==> config.mk <==
export PLATFORM = sky130hd
export DESIGN_NAME = bieu_mul
export DESIGN_NICKNAME = d
export VERILOG_FILES = /design/src/rtl/bieu_pkg.sv /design/src/rtl/bieu_mul.sv
export SDC_FILE = /design/constraint.sdc
export NUM_CORES = 2
export LEC_CHECK = 0
export BUFFER_PORTS_ARGS = -buffer_cell sky130_fd_sc_hd__buf_2
export CELL_PAD_IN_SITES_DETAIL_PLACEMENT = 1
export CELL_PAD_IN_SITES_GLOBAL_PLACEMENT = 1
export CORE_ASPECT_RATIO = 0.9
export CORE_MARGIN = 2
export CORE_UTILIZATION = 30
export CTS_BUF_LIST = sky130_fd_sc_hd__clkbuf_8
export CTS_CLUSTER_SIZE = 16
export DETAILED_ROUTE_END_ITERATION = 10
export HOLD_SLACK_MARGIN = 0.06
export MAX_ROUTING_LAYER = met4
export PLACE_DENSITY_LB_ADDON = 0.1
export RECOVER_POWER = 50
export SETUP_SLACK_MARGIN = 0.05
export SLEW_MARGIN = 25
export SYNTH_ARGS = -nofsm -noshare
export SYNTH_HDL_FRONTEND = slang
export SYNTH_SLANG_ARGS = --single-unit
==> constraint.sdc <==
create_clock -name clk -period 14.57 [get_ports clk]
set_input_delay 1.457 -clock clk [delete_from_list [all_inputs] [get_ports clk]]
set_output_delay 1.457 -clock clk [all_outputs]
set_load 0.02 [all_outputs]
==> src/rtl/bieu_pkg.sv <==
package bieu_pkg;

    localparam int XLEN = 64;
    localparam int TLEN = 32;

    localparam logic [XLEN-1:0] XMIN  = {1'b1, {(XLEN-1){1'b0}}};
    localparam logic [XLEN-1:0] XNEG1 = {XLEN{1'b1}};

    typedef enum logic [4:0] {
        F_CONST  = 5'd0,
        F_BCONST = 5'd1,
        F_MOV    = 5'd2,
        F_ADD    = 5'd3,
        F_SUB    = 5'd4,
        F_MUL    = 5'd5,
        F_DIV    = 5'd6,
        F_MOD    = 5'd7,
        F_NEG    = 5'd8,
        F_EQ     = 5'd9,
        F_NEQ    = 5'd10,
        F_LT     = 5'd11,
        F_LTE    = 5'd12,
        F_GT     = 5'd13,
        F_GTE    = 5'd14,
        F_NOT    = 5'd15,
        F_AND    = 5'd16,
        F_OR     = 5'd17,
        F_JMP    = 5'd18,
        F_JMPF   = 5'd19,
        F_JMPT   = 5'd20,
        F_RET    = 5'd21
    } func_t;

    typedef enum logic [2:0] {
        ST_DONE  = 3'd0,
        ST_JUMP  = 3'd1,
        ST_RET   = 3'd2,
        ST_UNSUP = 3'd3,
        ST_DIVF  = 3'd4
    } status_t;

    typedef enum logic [2:0] {
        S_IDLE,
        S_EXEC,
        S_MUL,
        S_DIV,
        S_WB
    } state_t;

    typedef struct packed {
        status_t           status;
        logic [XLEN-1:0]   value;
        logic [TLEN-1:0]   jump_to;
        logic              we;
    } exec_res_t;

endpackage

==> src/rtl/bieu_mul.sv <==
module bieu_mul
(
    input  logic                      clk,
    input  logic                      rst_n,
    input  logic                      start,
    input  logic [bieu_pkg::XLEN-1:0] a,
    input  logic [bieu_pkg::XLEN-1:0] b,
    output logic                      done,
    output logic [bieu_pkg::XLEN-1:0] product
);
    import bieu_pkg::*;

    localparam int HW = XLEN / 2;

    logic            busy_reg;
    logic [1:0]      step_reg;
    logic            done_reg;
    logic [XLEN-1:0] a_reg;
    logic [XLEN-1:0] b_reg;
    logic [XLEN-1:0] prod_reg;
    logic [XLEN-1:0] acc_reg;
    logic [HW-1:0]   op_x;
    logic [HW-1:0]   op_y;
    logic [XLEN-1:0] prod_next;

    // partial products: lo*lo, lo*hi, hi*lo; hi*hi falls outside 64 bits
    always_comb
    begin
        op_x      = (step_reg == 2'd2) ? a_reg[XLEN-1:HW] : a_reg[HW-1:0];
        op_y      = (step_reg == 2'd1) ? b_reg[XLEN-1:HW] : b_reg[HW-1:0];
        prod_next = {{HW{1'b0}}, op_x} * {{HW{1'b0}}, op_y};
    end

    always_ff @(posedge clk or negedge rst_n)
    begin
        if (!rst_n)
        begin
            busy_reg <= 1'b0;
            step_reg <= '0;
            done_reg <= 1'b0;
        end
        else
        begin
            done_reg <= 1'b0;
            if (start)
            begin
                busy_reg <= 1'b1;
                step_reg <= '0;
            end
            else if (busy_reg)
            begin
                step_reg <= step_reg + 2'd1;
                if (step_reg == 2'd3)
                begin
                    busy_reg <= 1'b0;
                    done_reg <= 1'b1;
                end
            end
        end
    end

    always_ff @(posedge clk)
    begin
        if (start)
        begin
            a_reg <= a;
            b_reg <= b;
        end
        if (busy_reg)
        begin
            if (step_reg != 2'd3)
            begin
                prod_reg <= prod_next;
            end
            case (step_reg)
                2'd1:    acc_reg <= prod_reg;
                2'd2,
                2'd3:    acc_reg <= acc_reg + {prod_reg[HW-1:0], {HW{1'b0}}};
                default: acc_reg <= acc_reg;
            endcase
        end
    end

    assign done    = done_reg;
    assign product = acc_reg;
endmodule

== Word level (Yosys, flattened, before mapping) ==
Index checks and enable logic that the tools add are counted.
Widths: inputs -> output; s select.

* Register bits: 260
* Input bits: 131
* Output and inout port bits: 65
* Word-level logic and storage cells: 30

* Add/sub/neg operators: 2
* Multiply operators: 1
* Equality and inequality tests: 4
* Mux-type cells: 11
* Reduce and logical (&&, ||, !) cells: 5

{| class="wikitable"
|+ Operator list
! cell !! number
|-
| $pmux 64 s2 || 1
|-
| $add 64x64->64 || 1
|-
| $mul 32x32->64 || 1
|-
| $mux 32 || 2
|-
| $mux 1 || 6
|-
| $eq 2x2->1 const B || 2
|-
| $mux 2 || 2
|-
| $reduce_and 2->1 || 2
|-
| $reduce_bool 2->1 || 2
|-
| $add 2x1->2 const B || 1
|-
| $eq 2x1->1 const B || 1
|-
| $ne 2x2->1 const B || 1
|-
| $reduce_or 2->1 || 1
|}

== Logic depth before layout (Yosys ltp) ==
* Word-level depth: 4
* Mapped depth: 36

== Least setup slack after synthesis ==
No wires, ideal clock.

* Path type: register to register
* Start: register step_reg[1]
* End: register prod_reg[62] (data pin)
* Library setup time: 0.262 ns
* Arrival time: 8.698 ns
* Slack: 5.610 ns
* Stages on the path, launching flop included: 35
* Buffers on the path: 5
* Period minus slack after synthesis: 8.960 ns
* Cells stage by stage: dfrtp_1 inv_1 ha_1 clkbuf_1 clkbuf_1 buf_1 mux2i_1 clkbuf_1 nor2_1 fa_1 fa_1 inv_1 fa_1 inv_1 fa_1 inv_1 fa_1 inv_1 fa_1 fa_1 inv_1 fa_1 inv_1 ha_1 buf_2 and3_1 nand4_1 or3b_2 o211ai_1 nor3b_1 o21ai_1 a41o_1 a21oi_1 o21ai_1 xor2_1

* Word-level cells in the longest chain between the ends: 3

{| class="wikitable"
|+ RTL lines
! item !! RTL line !! source
|-
| from (decl) || bieu_mul.sv:16 || <nowiki>logic [1:0] step_reg;</nowiki>
|-
| from (signal assigned) || bieu_mul.sv:52 || <nowiki>step_reg <= step_reg + 2'd1;</nowiki>
|-
| $eq 2x2->1 or $eq 2x1->1 (tied branches) || bieu_mul.sv:29, bieu_mul.sv:30 ||
|-
| $mux 32 (on tied branches) || bieu_mul.sv:29, bieu_mul.sv:30 ||
|-
| $mul 32x32->64 (*) || bieu_mul.sv:31 || <nowiki>prod_next = {{HW{1'b0}}, op_x} * {{HW{1'b0}}, op_y};</nowiki>
|-
| named net prod_next[62] || bieu_mul.sv:24 || <nowiki>logic [XLEN-1:0] prod_next;</nowiki>
|-
| to (signal assigned) || bieu_mul.sv:73 || <nowiki>prod_reg <= prod_next;</nowiki>
|-
| to (decl) || bieu_mul.sv:20 || <nowiki>logic [XLEN-1:0] prod_reg;</nowiki>
|}

Mark *: on every way through the listed nets, which the timed path passes. The rest lies on a longest branch.
A chain may end at the register's enable or synchronous reset.

== Worst setup path in the final report ==
* Start: register step_reg[0]
* End: register prod_reg[62] (data pin)

The elaborated chain is that of the path after synthesis.

==> impl_results.md <==
* GRT met1 Usage at 31.9%
* XOR/XNOR Fraction of Synth Area at 1.95%
* Ys Warns at 0
* Simple-gate portion of the synthesized area at 12.1%
* Outcome: finished, violations left
* Grt peak-use layer: met2
* CTS tree: done
* First drt pass iteration count at 5
* Tcrit/Tclk final at 71.8%
* Post-synthesis adder-cell area fraction at 50.4%
* Tightest Hold Check Type: flop to flop
* GRT met2 Usage at 39.5%
* Clock root buffer: clkbuf_8
* Worst slew margin at -137%
* Fill cell count at 16200
* Die W at 403 µm
* Post-synthesis mux area share at 3.16%
* Setup Buffers After CTS at 0
* Initial Util at 30.3%
* Hold buffers post-CTS at 0
* Avg WL per Cell at 26.1 µm
* Nets at 5846
* Post-Syn Area at 43100 µm²
* Most Frequent Cell on Critical Path: fa_1
* Via Count at 31200
* CP max-delay cell: mux2i_4
* Failing checks: max-capacitance violations, max-slew violations
* Initial DRC count at 1686
* Cells after synthesis at 4397
* Syn-to-layout area delta at 10.2%
* Die Y-Extent at 364 µm
* Max-slew violations at 186
* Worst-Margin Slew at 3560 ps
* GRT Total Usage at 23.9%
* PostCTS Resize Cnt at 0
* Async S/R FF share, synth at 1.54%
* Placer Congestion at 0.870
* Largest family of logic cells by synthesized area: adder cells
* H-tree depth at 2
* Reg clk slew, reported paths at 60 ps
* First-pass GRT wire length at 245000 µm
* RSZ-0062 raised after global routing: false
* Layout cells sized above 1 at 10.0%
* Worst EP required at 15040 ps
* Port Buffer Count at 195
* Vias in the first global route at 34800
* Maximum fanout along the worst path at 40
* WS Path Type: flop to flop
* # setup viols final at 0
* Die Area at 147000 µm²
* Core Region at 142000 µm²
* Vias per cell at 4.86
* Final-report hold violation count at 0
* Cell Rows at 131
* Crit path DAT at 10930 ps
* Clock Sinks at 260
* Antenna violations before repair at 6
* Post-DP HPWL at 135000 µm
* CP Capture Type: flop
* Period minus WS final at 10460 ps
* Antenna viol nets, final at 0
* Setup_tns at 0 ps
* Worst-Skew Late Latency at 730 ps
* Yosys cell types at 68
* Synth Area in Compound Gates at 4.80%
* DRC viols at 0
* I/O Pins at 196
* Clk buf depth at 3
* Post-synth EDFFs at 256
* WL final at 167000 µm
* Syn Nets at 5724
* Most used DFF post-synth: edfxtp_1
* Max cap viols at 4
* Largest net degree at the start of global routing at 66
* GR Overflow Total at 0
* Worst reg-to-reg setup slack at 4110 ps
* Post-synthesis register bit count at 260
* Max stage delay on crit path at 1030 ps
* Worst Skew at 45.0 ps
* F_max at 95.6 MHz
* Avg Cell Area, Syn at 9.80 µm²
* Met3 GRT Util at 2.48%
* CP Launch Type: flop
* Register area share after synthesis at 18.1%
* Cts bufs inserted at 50
==> cell usage in the layout, fill, tap and decap left out, drive strengths merged, types with 39 or more instances in the layout <==
cell and n:
a21o 56, ha 299, a21oi 121, clkbuf 64, xor2 49, mux2 64
inv 917, buf 257, xnor2 47, edfxtp 256, fa 897, o21ai 64
nor2 632, and2 39, mux2i 64, nand2 528
==> layer usage <==
| metal | vias to the layer above | wire, µm |
|---|---|---|
| met4 | 0 | 3280 |
| met3 | 128 | 7420 |
| met2 | 627 | 82000 |
| met5 | - | 0 |
| li1 | 13600 | - |
| met1 | 16800 | 74700 |
==> cells in the mapped netlist, types with 12 or more instances <==
cell / number / area share, %
o21ai_0: 59 / 0.69
ha_1: 299 / 8.7
mux2_2: 64 / 1.7
a31oi_1: 12 / 0.17
nand2_1: 528 / 4.6
and2_1: 39 / 0.57
edfxtp_1: 256 / 18
a21o_1: 56 / 0.98
inv_1: 897 / 7.8
nor2_1: 632 / 5.5
nand3_1: 13 / 0.15
nand4_1: 20 / 0.29
o21bai_1: 13 / 0.23
xnor2_1: 47 / 0.96
xor2_1: 49 / 1.0
a21oi_1: 121 / 1.4
mux2i_1: 64 / 1.5
fa_1: 897 / 42
clkbuf_1: 186 / 1.6
==> per-stage QoR <==
step	utilization [%]	worst slack (ps)	std cells	hold WS, ps	cell area [µm²]
floorplan	-	5610	4397	484	43100
global placement	32.7	4100	6327	506	46500
detailed placement	32.8	3870	6328	519	46600
CTS	33.4	3870	6415	456	47500
global route	33.4	3570	6418	536	47500
finish	33.4	4110	6418	509	47500
==> worst max-delay path: cells and delay by family, from the launching register on <==
family / cells / cell delay (ps)
AOI/OAI and AO/OA: 5 / 1040
buffers and inverters: 6 / 1130
xor gates and xnor gates: 1 / 140
adders and majority gates: 10 / 4920
muxes: 1 / 1030
and+or+nand+nor: 5 / 1370
DFF: 1 / 460
==> layout make-up <==
type                            count  area [µm²]  area share, %
Timing Repair Buffer              271        1540           3.24
Sequential cell                   260        7790           16.4
Inverter                          897        3370           7.09
Clock buffer                       50         688           1.45
Multi-Input combinational cell   3039       31500           66.4
Antenna cell                        2        5.00         0.0105
Tap cell                         1862        2330           4.91
Clock inverter                     37         243          0.511
==> final timing paths <==
path,cells past startpoint,endpoint,start
setup reg to reg,28,prod_reg[62],step_reg[0]
max in group asynchronous,1,step_reg[0],rst_n
hold / removal,2,product[32],prod_reg[32]
hold reg to reg,2,product[32],prod_reg[32]
setup / recovery,28,prod_reg[62],step_reg[0]
min in group asynchronous,1,done,rst_n
==> logic make-up after synthesis <==
family	count (synthesis)
compound gates	325
fa+ha+maj	1196
simple gates	1294
buf+inv	1098
xor+xnor	96
mux	128
flops	260
Power is not shown: default switching activity piles up to over one toggle a cycle in this logic, so the estimate is an artifact.
