File: config.mk
export PLATFORM = sky130hd
export DESIGN_NAME = bieu_div
export DESIGN_NICKNAME = d
export VERILOG_FILES = /design/src/rtl/bieu_pkg.sv /design/src/rtl/bieu_div.sv
export SDC_FILE = /design/constraint.sdc
export NUM_CORES = 1
export LEC_CHECK = 0
export ABC_AREA = 1
export ABC_CLOCK_PERIOD_IN_PS = 5900
export BUFFER_PORTS_ARGS = -buffer_cell sky130_fd_sc_hd__buf_2
export CAP_MARGIN = 20
export CELL_PAD_IN_SITES_DETAIL_PLACEMENT = 1
export CELL_PAD_IN_SITES_GLOBAL_PLACEMENT = 1
export CORE_UTILIZATION = 40
export CTS_CLUSTER_SIZE = 14
export DETAILED_ROUTE_END_ITERATION = 10
export MAX_ROUTING_LAYER = met4
export PLACE_DENSITY = 0.92
export REMOVE_ABC_BUFFERS = 1
export SYNTH_ARGS = -nofsm -noshare
export SYNTH_HDL_FRONTEND = slang
export SYNTH_SLANG_ARGS = --single-unit
File: constraint.sdc
create_clock -name clk -period 5.9 [get_ports clk]
set_input_delay 0.885 -clock clk [delete_from_list [all_inputs] [get_ports clk]]
set_output_delay 0.885 -clock clk [all_outputs]
set_load 0.02 [all_outputs]
File: src/rtl/bieu_pkg.sv
package bieu_pkg;

    localparam int XLEN = 64;
    localparam int TLEN = 32;

    localparam logic [XLEN-1:0] XMIN  = {1'b1, {(XLEN-1){1'b0}}};
    localparam logic [XLEN-1:0] XNEG1 = {XLEN{1'b1}};

    typedef enum logic [4:0] {
        F_CONST  = 5'd0,
        F_BCONST = 5'd1,
        F_MOV    = 5'd2,
        F_ADD    = 5'd3,
        F_SUB    = 5'd4,
        F_MUL    = 5'd5,
        F_DIV    = 5'd6,
        F_MOD    = 5'd7,
        F_NEG    = 5'd8,
        F_EQ     = 5'd9,
        F_NEQ    = 5'd10,
        F_LT     = 5'd11,
        F_LTE    = 5'd12,
        F_GT     = 5'd13,
        F_GTE    = 5'd14,
        F_NOT    = 5'd15,
        F_AND    = 5'd16,
        F_OR     = 5'd17,
        F_JMP    = 5'd18,
        F_JMPF   = 5'd19,
        F_JMPT   = 5'd20,
        F_RET    = 5'd21
    } func_t;

    typedef enum logic [2:0] {
        ST_DONE  = 3'd0,
        ST_JUMP  = 3'd1,
        ST_RET   = 3'd2,
        ST_UNSUP = 3'd3,
        ST_DIVF  = 3'd4
    } status_t;

    typedef enum logic [2:0] {
        S_IDLE,
        S_EXEC,
        S_MUL,
        S_DIV,
        S_WB
    } state_t;

    typedef struct packed {
        status_t           status;
        logic [XLEN-1:0]   value;
        logic [TLEN-1:0]   jump_to;
        logic              we;
    } exec_res_t;

endpackage

File: src/rtl/bieu_div.sv
module bieu_div
(
    input  logic                      clk,
    input  logic                      rst_n,
    input  logic                      start,
    input  logic [bieu_pkg::XLEN-1:0] a,
    input  logic [bieu_pkg::XLEN-1:0] b,
    output logic                      done,
    output logic [bieu_pkg::XLEN-1:0] quotient,
    output logic [bieu_pkg::XLEN-1:0] remainder
);
    import bieu_pkg::*;

    localparam int CW = $clog2(XLEN);

    logic            busy_reg;
    logic [CW-1:0]   cnt_reg;
    logic            done_reg;
    logic [XLEN-1:0] quo_reg;
    logic [XLEN-1:0] rem_reg;
    logic [XLEN-1:0] den_reg;
    logic            qneg_reg;
    logic            rneg_reg;
    logic [XLEN:0]   rem_sh;
    logic [XLEN:0]   diff;

    // restoring divide on magnitudes, one quotient bit per cycle
    always_comb
    begin
        rem_sh = {rem_reg, quo_reg[XLEN-1]};
        diff   = rem_sh - {1'b0, den_reg};
    end

    always_ff @(posedge clk or negedge rst_n)
    begin
        if (!rst_n)
        begin
            busy_reg <= 1'b0;
            cnt_reg  <= '0;
            done_reg <= 1'b0;
        end
        else
        begin
            done_reg <= 1'b0;
            if (start)
            begin
                busy_reg <= 1'b1;
                cnt_reg  <= '0;
            end
            else if (busy_reg)
            begin
                cnt_reg <= cnt_reg + CW'(1);
                if (cnt_reg == CW'(XLEN - 1))
                begin
                    busy_reg <= 1'b0;
                    done_reg <= 1'b1;
                end
            end
        end
    end

    always_ff @(posedge clk)
    begin
        if (start)
        begin
            quo_reg  <= a[XLEN-1] ? (XLEN'(0) - a) : a;
            den_reg  <= b[XLEN-1] ? (XLEN'(0) - b) : b;
            rem_reg  <= '0;
            qneg_reg <= a[XLEN-1] ^ b[XLEN-1];
            rneg_reg <= a[XLEN-1];
        end
        else if (busy_reg)
        begin
            if (!diff[XLEN])
            begin
                rem_reg <= diff[XLEN-1:0];
                quo_reg <= {quo_reg[XLEN-2:0], 1'b1};
            end
            else
            begin
                rem_reg <= rem_sh[XLEN-1:0];
                quo_reg <= {quo_reg[XLEN-2:0], 1'b0};
            end
        end
    end

    assign done      = done_reg;
    assign quotient  = qneg_reg ? (XLEN'(0) - quo_reg) : quo_reg;
    assign remainder = rneg_reg ? (XLEN'(0) - rem_reg) : rem_reg;
endmodule

### Word-level counts from Yosys, hierarchy flattened

Cells that the tools add are included.

| operators by class | value |
|---|---|
| add/sub/neg operators | 6 |
| multipliers | 0 |
| divide/modulo/power cells | 0 |
| order comparisons | 0 |
| equality and inequality tests | 1 |
| shift operators | 0 |
| mux-type cells | 16 |
| bitwise operators | 1 |
| reduce and logical (&&, ||, !) cells | 1 |

Operators with widths:

| operator | number |
|---|---|
| $mux 64 | 6 |
| $sub 1x64->64 const A | 4 |
| $sub 65x64->65 | 1 |
| $mux 63 | 1 |
| $mux 6 | 2 |
| $mux 1 | 7 |
| $add 6x1->6 const B | 1 |
| $eq 6x6->1 const B | 1 |
| $reduce_bool 2->1 | 1 |
| $xor 1x1->1 | 1 |

| storage, ports and cells | value |
|---|---|
| register bits after elaboration | 202 |
| bits in latches | 0 |
| bits in writable memories | 0 |
| ROM bits | 0 |
| bits of input ports | 131 |
| output and inout port bits | 129 |
| logic and storage cells | 34 |
| memories | 0 |

### Longest topological paths before layout

Gate-level depths: netlist of the first run.

| depth | value |
|---|---|
| depth after elaboration | 4 |
| depth in mapped cells | 21 |

### Worst setup path before layout of the first run

No wires, ideal clock.

| timing path | value |
|---|---|
| path type | register to output |
| start | register rem_reg[0] |
| end | output remainder[52] (netlist name) |
| data arrival time | 2.115 ns |
| required time | 5.015 ns |
| setup slack | 2.900 ns |
| cell stages (with the launch flop) | 13 |
| path buffers | 0 |
| cell sequence | dfxtp_1 inv_1 ha_1 nand3_1 nor2_1 nand3_1 nor2_1 nand3_1 nand2_1 o21ai_0 nor2_1 o21ai_0 xor2_1 |

| between the ends | value |
|---|---|
| cells in the longest elaborated chain, start to end | 2 |

Ends and longest elaborated chain:

| item | line | RTL |
|---|---|---|
| from (decl) | bieu_div.sv:20 | `logic [XLEN-1:0] rem_reg;` |
| from (signal assigned) | bieu_div.sv:76 | `rem_reg <= diff[XLEN-1:0];` |
| from (signal assigned) | bieu_div.sv:81 | `rem_reg <= rem_sh[XLEN-1:0];` |
| $sub 1x64->64 | bieu_div.sv:89 | `assign remainder = rneg_reg ? (XLEN'(0) - rem_reg) : rem_reg;` |
| $mux 64 | bieu_div.sv:89 |  |
| to (decl) | bieu_div.sv:10 | `output logic [bieu_pkg::XLEN-1:0] remainder` |

Every way passes these cells.

### Worst setup path in the final report of the first run

| timing path | value |
|---|---|
| start | register rem_reg[0] |
| end | output remainder[54] (netlist name) |

Same word-level chain as after synthesis.

==> metrics, run 1 <==
CP required 5.02 ns; Final ANT Viol Nets 0; Final Instance Area 24600 sq um; Synth area leader nand2_1; Die X 235 microns; FILL cells 7600; Syn Area/Cell 5.86 sq um; die area 55400 sq um; Post-CTS Setup Inserts 0; Slowest cell on crit path dfxtp_1; Max FO, Critical Path 6; synth top area cells nand2_1, edfxtp_1, inv_1; Yosys reg bits 202; synth unique cells 45; Area Overhead vs Synth 12.8%; Sequential Power Share 37.1%; Fin. Hold Viols 0; slew margin rel. 33.0%; first-pass GRT wire length 138000 microns; hpwl dp 74200 microns; CP Class reg2out; synth warn 0; EDFF count, synth 130; clock power share 33.7%; share of cells above drive strength 1 9.14%; Final Max Tran Viols 0; clock-pin slew on the worst setup and hold paths 0.06 ns; I/O Buffers 259; number of CTS-inserted buffers 24; largest net degree at the start of global routing 71; Final min period 4.36 ns; f_max 229 MHz; Routed wire per std cell 19.1 microns; io pins 260; Psw 1710 uW; 1st-iter DRT viols 1857; CTS Hold Buffers Added 0; clk_lat worst skew 0.56 ns; synthesized area 21800 sq um; routed wire length 89300 microns; Post-synth ARST share 3.96%; # rows 85; CTS Sinks 202; max cap viols 0; drt pass-1 iters 5; clock root buffer clkbuf_16; initial antenna violation count 20; worst hold path class in2async; RSZ-0062 raised after global routing no; top_reg_cell synth edfxtp_1; sw frac 36.9%; Critical Path End Type primary output; Mapped Cells 3718; CP arrival 3.47 ns; All-Layer GR Usage 32.5%; clk_skew 0.0162 ns; Final nets 4142; Final Total Pwr 4630 uW; post-CTS sizing 0; Final setup viols 0; Worst-Margin Slew 0.995 ns; max incr delay on CP 0.34 ns; combinational share of power 29.3%; CP Launch Type flip-flop; worst path cell trace inv_1 -> ha_1 -> nand3_1 -> nor2_1 -> nand3_1 -> nor2_1 -> nand3_1 -> nand2_1 -> nand2_1 -> nor2_1 -> o21ai_0 -> xor2_1 -> buf_2; Max VDD drop 0.179 mV; P_leak 0.0136 uW; Starting Density 40.5%; Final Util 45.7%; WHS 0.164 ns; total number of vias 24900; final setup TNS 0 ns; sequential share of the synthesized area 24.7%; CTS tree yes; outcome finished, final reports clean; routability cong. 1.02; Internal 2920 uW; placed inst area 23700 sq um; vias in the first global route 25100; Core Footprint 53800 sq um; commonest cells in the netlist nand2_1, inv_1, nor2_1; # H-tree levels 1; fin crit share 73.9%; Synth top area share 21.7%; DRC viols 0; die height 235 microns; Clock Tree Buf Depth 3; Cell Pwr Density 188 nW/um^2; count leader, synth nand2_1; DR vias/cell 5.32; grt total ovfl 0
## placed cells by master, fill, tap and decap left out, drive strengths merged, types with 2 or more instances in the layout
master     n
nor2     448
and3       3
diode     22
buf      270
a21oi     81
clkbuf    31
nand3b    12
nand4     81
inv      703
xor2     188
ha        69
a31oi      9
clkinv    12
nor4      26
o211ai     7
nand3    245
xnor2     63
o31ai     10
dfxtp     64
nand2   1268
and2       2
or2       11
edfxtp   130
dfrtp      8
o21ai    157
nor3      53
o21bai     2
## cell type report
cell class | instances | area (sq um) | area share [%]
inverter | 703 | 2640 | 10.7
sequential | 202 | 5390 | 21.9
clock buffer | 31 | 701 | 2.85
antenna | 22 | 55.1 | 0.224
clock inverter | 13 | 110 | 0.448
timing repair buffer | 270 | 1380 | 5.62
multi-input combinational | 2740 | 13400 | 54.7
tap | 696 | 871 | 3.54
## path summary, 6_finish.rpt
kind,start,to,slack (ns),cells after the start
max,rem_reg[0]$_SDFFE_PP0P_,remainder[54],1.54,13
min,rst_n,cnt_reg[5]$_DFFE_PN0P_,0.16,1
max reg2reg,quo_reg[63]$_DFFE_PP_,rem_reg[11]$_SDFFE_PP0P_,2.13,20
min reg2reg,rem_reg[1]$_SDFFE_PP0P_,rem_reg[1]$_SDFFE_PP0P_,0.48,2
max in group asynchronous,rst_n,cnt_reg[0]$_DFFE_PN0P_,5.56,1
min in group clk,rem_reg[1]$_SDFFE_PP0P_,rem_reg[1]$_SDFFE_PP0P_,0.48,2
## power groups by stage
stage	clock network [uW]	registers, uW	logic (uW)
floorplan	0	1720	802
CTS	1570	1710	1330
global route	1630	1730	1460
global placement	0	1730	1280
finish	1560	1720	1350
detailed placement	0	1740	1320
## routing by layer
| layer | global-route usage [%] | vias up | share of wire [%] |
|---|---|---|---|
| li1 | - | 12000 | - |
| met1 | 38.8 | 11800 | 42 |
| met2 | 54.4 | 834 | 47 |
| met3 | 4.00 | 209 | 5.8 |
| met4 | 15.2 | 0 | 4.8 |
| met5 | - | - | 0 |
## critical path: cells and delay by family (launching register included)
kind                     cells  cell delay, ns
buffers and inverters        2            0.38
adder cells (fa/ha/maj)      1            0.21
XOR/XNOR                     1            0.22
flip-flops                   1            0.34
AND/OR/NAND/NOR              8            1.59
AO/OA/AOI/OAI                1            0.16
## cell families (layout without fill, tap and decap cells)
kind of cell,count (synthesis),in the layout,share of synthesized area (%)
and+or+nand+nor,2149,2149,40.8
buffers and inverters,776,1017,13.7
AOI/OAI and AO/OA,270,270,6.61
xor gates and xnor gates,251,251,10.1
DFF,202,202,24.7
adders and majority gates,70,70,4.05
other,0,22,0
## stage by stage
stage                     std cells  setup WS [ns]
after detailed placement       4611           2.18
final                          4677           1.54
after global routing           4676           1.18
after floorplan                3645          0.667
after CTS                      4655           1.56
after global placement         4611           2.25
Power figures use the tool's default switching activity.
==> run 2, diff against run 1 <==
ABC_CLOCK_PERIOD_IN_PS = 4200   (was 5900)
clock period = 4.2 ns   (was 5.9 ns; I/O delays follow)
==> metrics, run 2 (synthesis results as in run 1) <==
clock-pin slew on the worst setup and hold paths 0.06 ns (about the same); hpwl dp 75000 microns (+1.1%); Final Util 45.7% (+0.067 points); clk_lat worst skew 0.57 ns (about the same); routability cong. 1.02 (-0.13%); routed wire length 89300 microns (about the same); Worst-Margin Slew 1.03 ns (+0.0369 ns); All-Layer GR Usage 32.6% (+0.096 points); 1st-iter DRT viols 1788 (-3.7%); Routed wire per std cell 19.1 microns (about the same); CP Class reg2out; register area 5390 sq um (unchanged); first-pass GRT wire length 138000 microns (+0.32%); min-delay src b[0]; # H-tree levels 1 (unchanged); Die X 235 microns (unchanged); DRC viols 2 (+2); FILL cells 7725 (+1.6%); Critical Path End Type primary output; Final Total Pwr 6390 uW (+38%); max cap viols 0 (unchanged); Final min period 3.97 ns; commonest non-fill, non-tap cell in the layout nand2_1; most frequent cells in the layout nand2_1, inv_1, nor2_1; clk_skew 0.0248 ns (+0.00854 ns); CP arrival 3.34 ns (-0.13 ns); f_max 252 MHz; hold path depth 1; WHS 0.269 ns (+0.106 ns); area of the multi-input gates 13400 sq um (about the same); clock root buffer clkbuf_16; CP required 3.57 ns (-1.45 ns); reg2reg end rem_reg[29]$_SDFFE_PP0P_; Starting Density 40.5% (unchanged); slew margin rel. 30.6% (-2.5 points); # rows 85 (unchanged); io pins 260 (unchanged); drt pass-1 iters 8 (+3); Final ANT Viol Nets 0 (unchanged); P_leak 0.0136 uW (+0.15%); fin crit share 94.5%; vias in the first global route 25000 (-0.29%); die height 235 microns (unchanged); Clock Tree Buf Depth 3 (unchanged); grt total ovfl 0 (unchanged); CTS Sinks 202 (unchanged); worst hold path class in2reg; I/O Buffers 259 (unchanged); Final nets 4152 (+0.24%); number of CTS-inserted buffers 23 (-4.2%); R2R Setup Slk 0.86 ns (-1.27 ns); Final setup viols 0 (unchanged); Max FO, Critical Path 6 (unchanged); DR vias/cell 5.27 (-0.93%); outcome finished with violations; Core Footprint 53800 sq um (unchanged); share of cells above drive strength 1 9.28% (+0.13 points); failing checks design-rule violations; RR Startpoint quo_reg[63]$_DFFE_PP_; CP Launch Type flip-flop; Max VDD drop 0.232 mV (+30%); total number of vias 24700 (-0.80%); largest net degree at the start of global routing 67 (-5.6%); RSZ-0062 raised after global routing no; Hold Path End den_reg[0]$_DFFE_PP_; Final Max Tran Viols 0 (unchanged); initial antenna violation count 20 (unchanged); die area 55400 sq um (unchanged); Cell Pwr Density 260 nW/um^2 (+38%); CTS tree yes; Fin. Hold Viols 0 (unchanged); Area Overhead vs Synth 13.0%; reg2reg path depth 20 (unchanged)
-- run 2: cell count changes in the layout (fill, tap and decap cells not counted), sizes merged --
cell         change
dlygate4sd3      +1
bufinv           +1
clkinvlp         +1
clkbuf           -4
diode            -2
clkinv           -1
buf             +10
-- run 2: area by class of cell --
class	instances	share of cell area, %
Timing Repair Buffer	281	6.06
Tap cell	696	3.54
Clock inverter	14	0.580
Clock buffer	27	2.40
Antenna cell	20	0.203
Sequential cell	202	21.9
Multi-Input combinational cell	2740	54.6
Inverter	703	10.7
-- run 2: timing repair --
| item | 4_1_cts | 5_1_grt |
|---|---|---|
| endpoints found under the setup margin | 0 | 6 |
| buffers inserted | 0 | 1 |
| hold buffers | 1 | 0 |
| resized for setup | 0 | 2 |
| endpoints found under the hold margin | 8 | 0 |
-- run 2: power breakdown --
| part | internal, uW | total [uW] | switching (uW) |
|---|---|---|---|
| Sequential | 2290 | 2420 | 124 |
| Combinational | 570 | 1910 | 1340 |
| Clock | 1140 | 2070 | 927 |
| Total | 4000 | 6390 | 2390 |
-- run 2: worst max-delay path, stage by stage (launching register included) --
cell and delay [ns]:
dfxtp_1 0.34, inv_1 0.17, ha_1 0.20, nand3_1 0.21, nor2_1 0.23, nand3_1 0.15, nor2_1 0.19, nand3_1 0.15
nand2_1 0.17, nand2_1 0.17, nor2_1 0.22, o21ai_0 0.17, xor2_1 0.22, buf_2 0.20
-- run 2: worst max path at each step --
| stage | from | cells past startpoint | end | slack [ns] |
|---|---|---|---|---|
| after floorplan | start | 2 | quo_reg[0]$_DFFE_PP_ | -0.78 |
| after global placement | rem_reg[0]$_SDFFE_PP0P_ | 12 | remainder[45] | 0.94 |
| after detailed placement | rem_reg[0]$_SDFFE_PP0P_ | 13 | remainder[54] | 0.83 |
| after CTS | rem_reg[0]$_SDFFE_PP0P_ | 13 | remainder[54] | 0.22 |
| after global routing | rem_reg[0]$_SDFFE_PP0P_ | 13 | remainder[54] | 0.02 |
| final | rem_reg[0]$_SDFFE_PP0P_ | 13 | remainder[54] | 0.23 |
-- run 2: metrics by stage --
step	setup TNS [ns]	worst slack, ns	cells	area (sq um)
after floorplan	-50.41	-0.778	3645	21400
after global placement	0	0.939	4620	23800
after detailed placement	0	0.828	4620	23800
after CTS	0	0.224	4662	24500
after global routing	0	0.0220	4683	24600
final	0	0.229	4683	24600
-- run 2: routing by layer --
layer,track usage (%),vias up,share of wire [%]
met2,55.2,753,48
met3,4.39,188,5.9
met1,38.6,11700,42
met5,-,-,0
li1,-,12000,-
met4,14.0,0,4.8
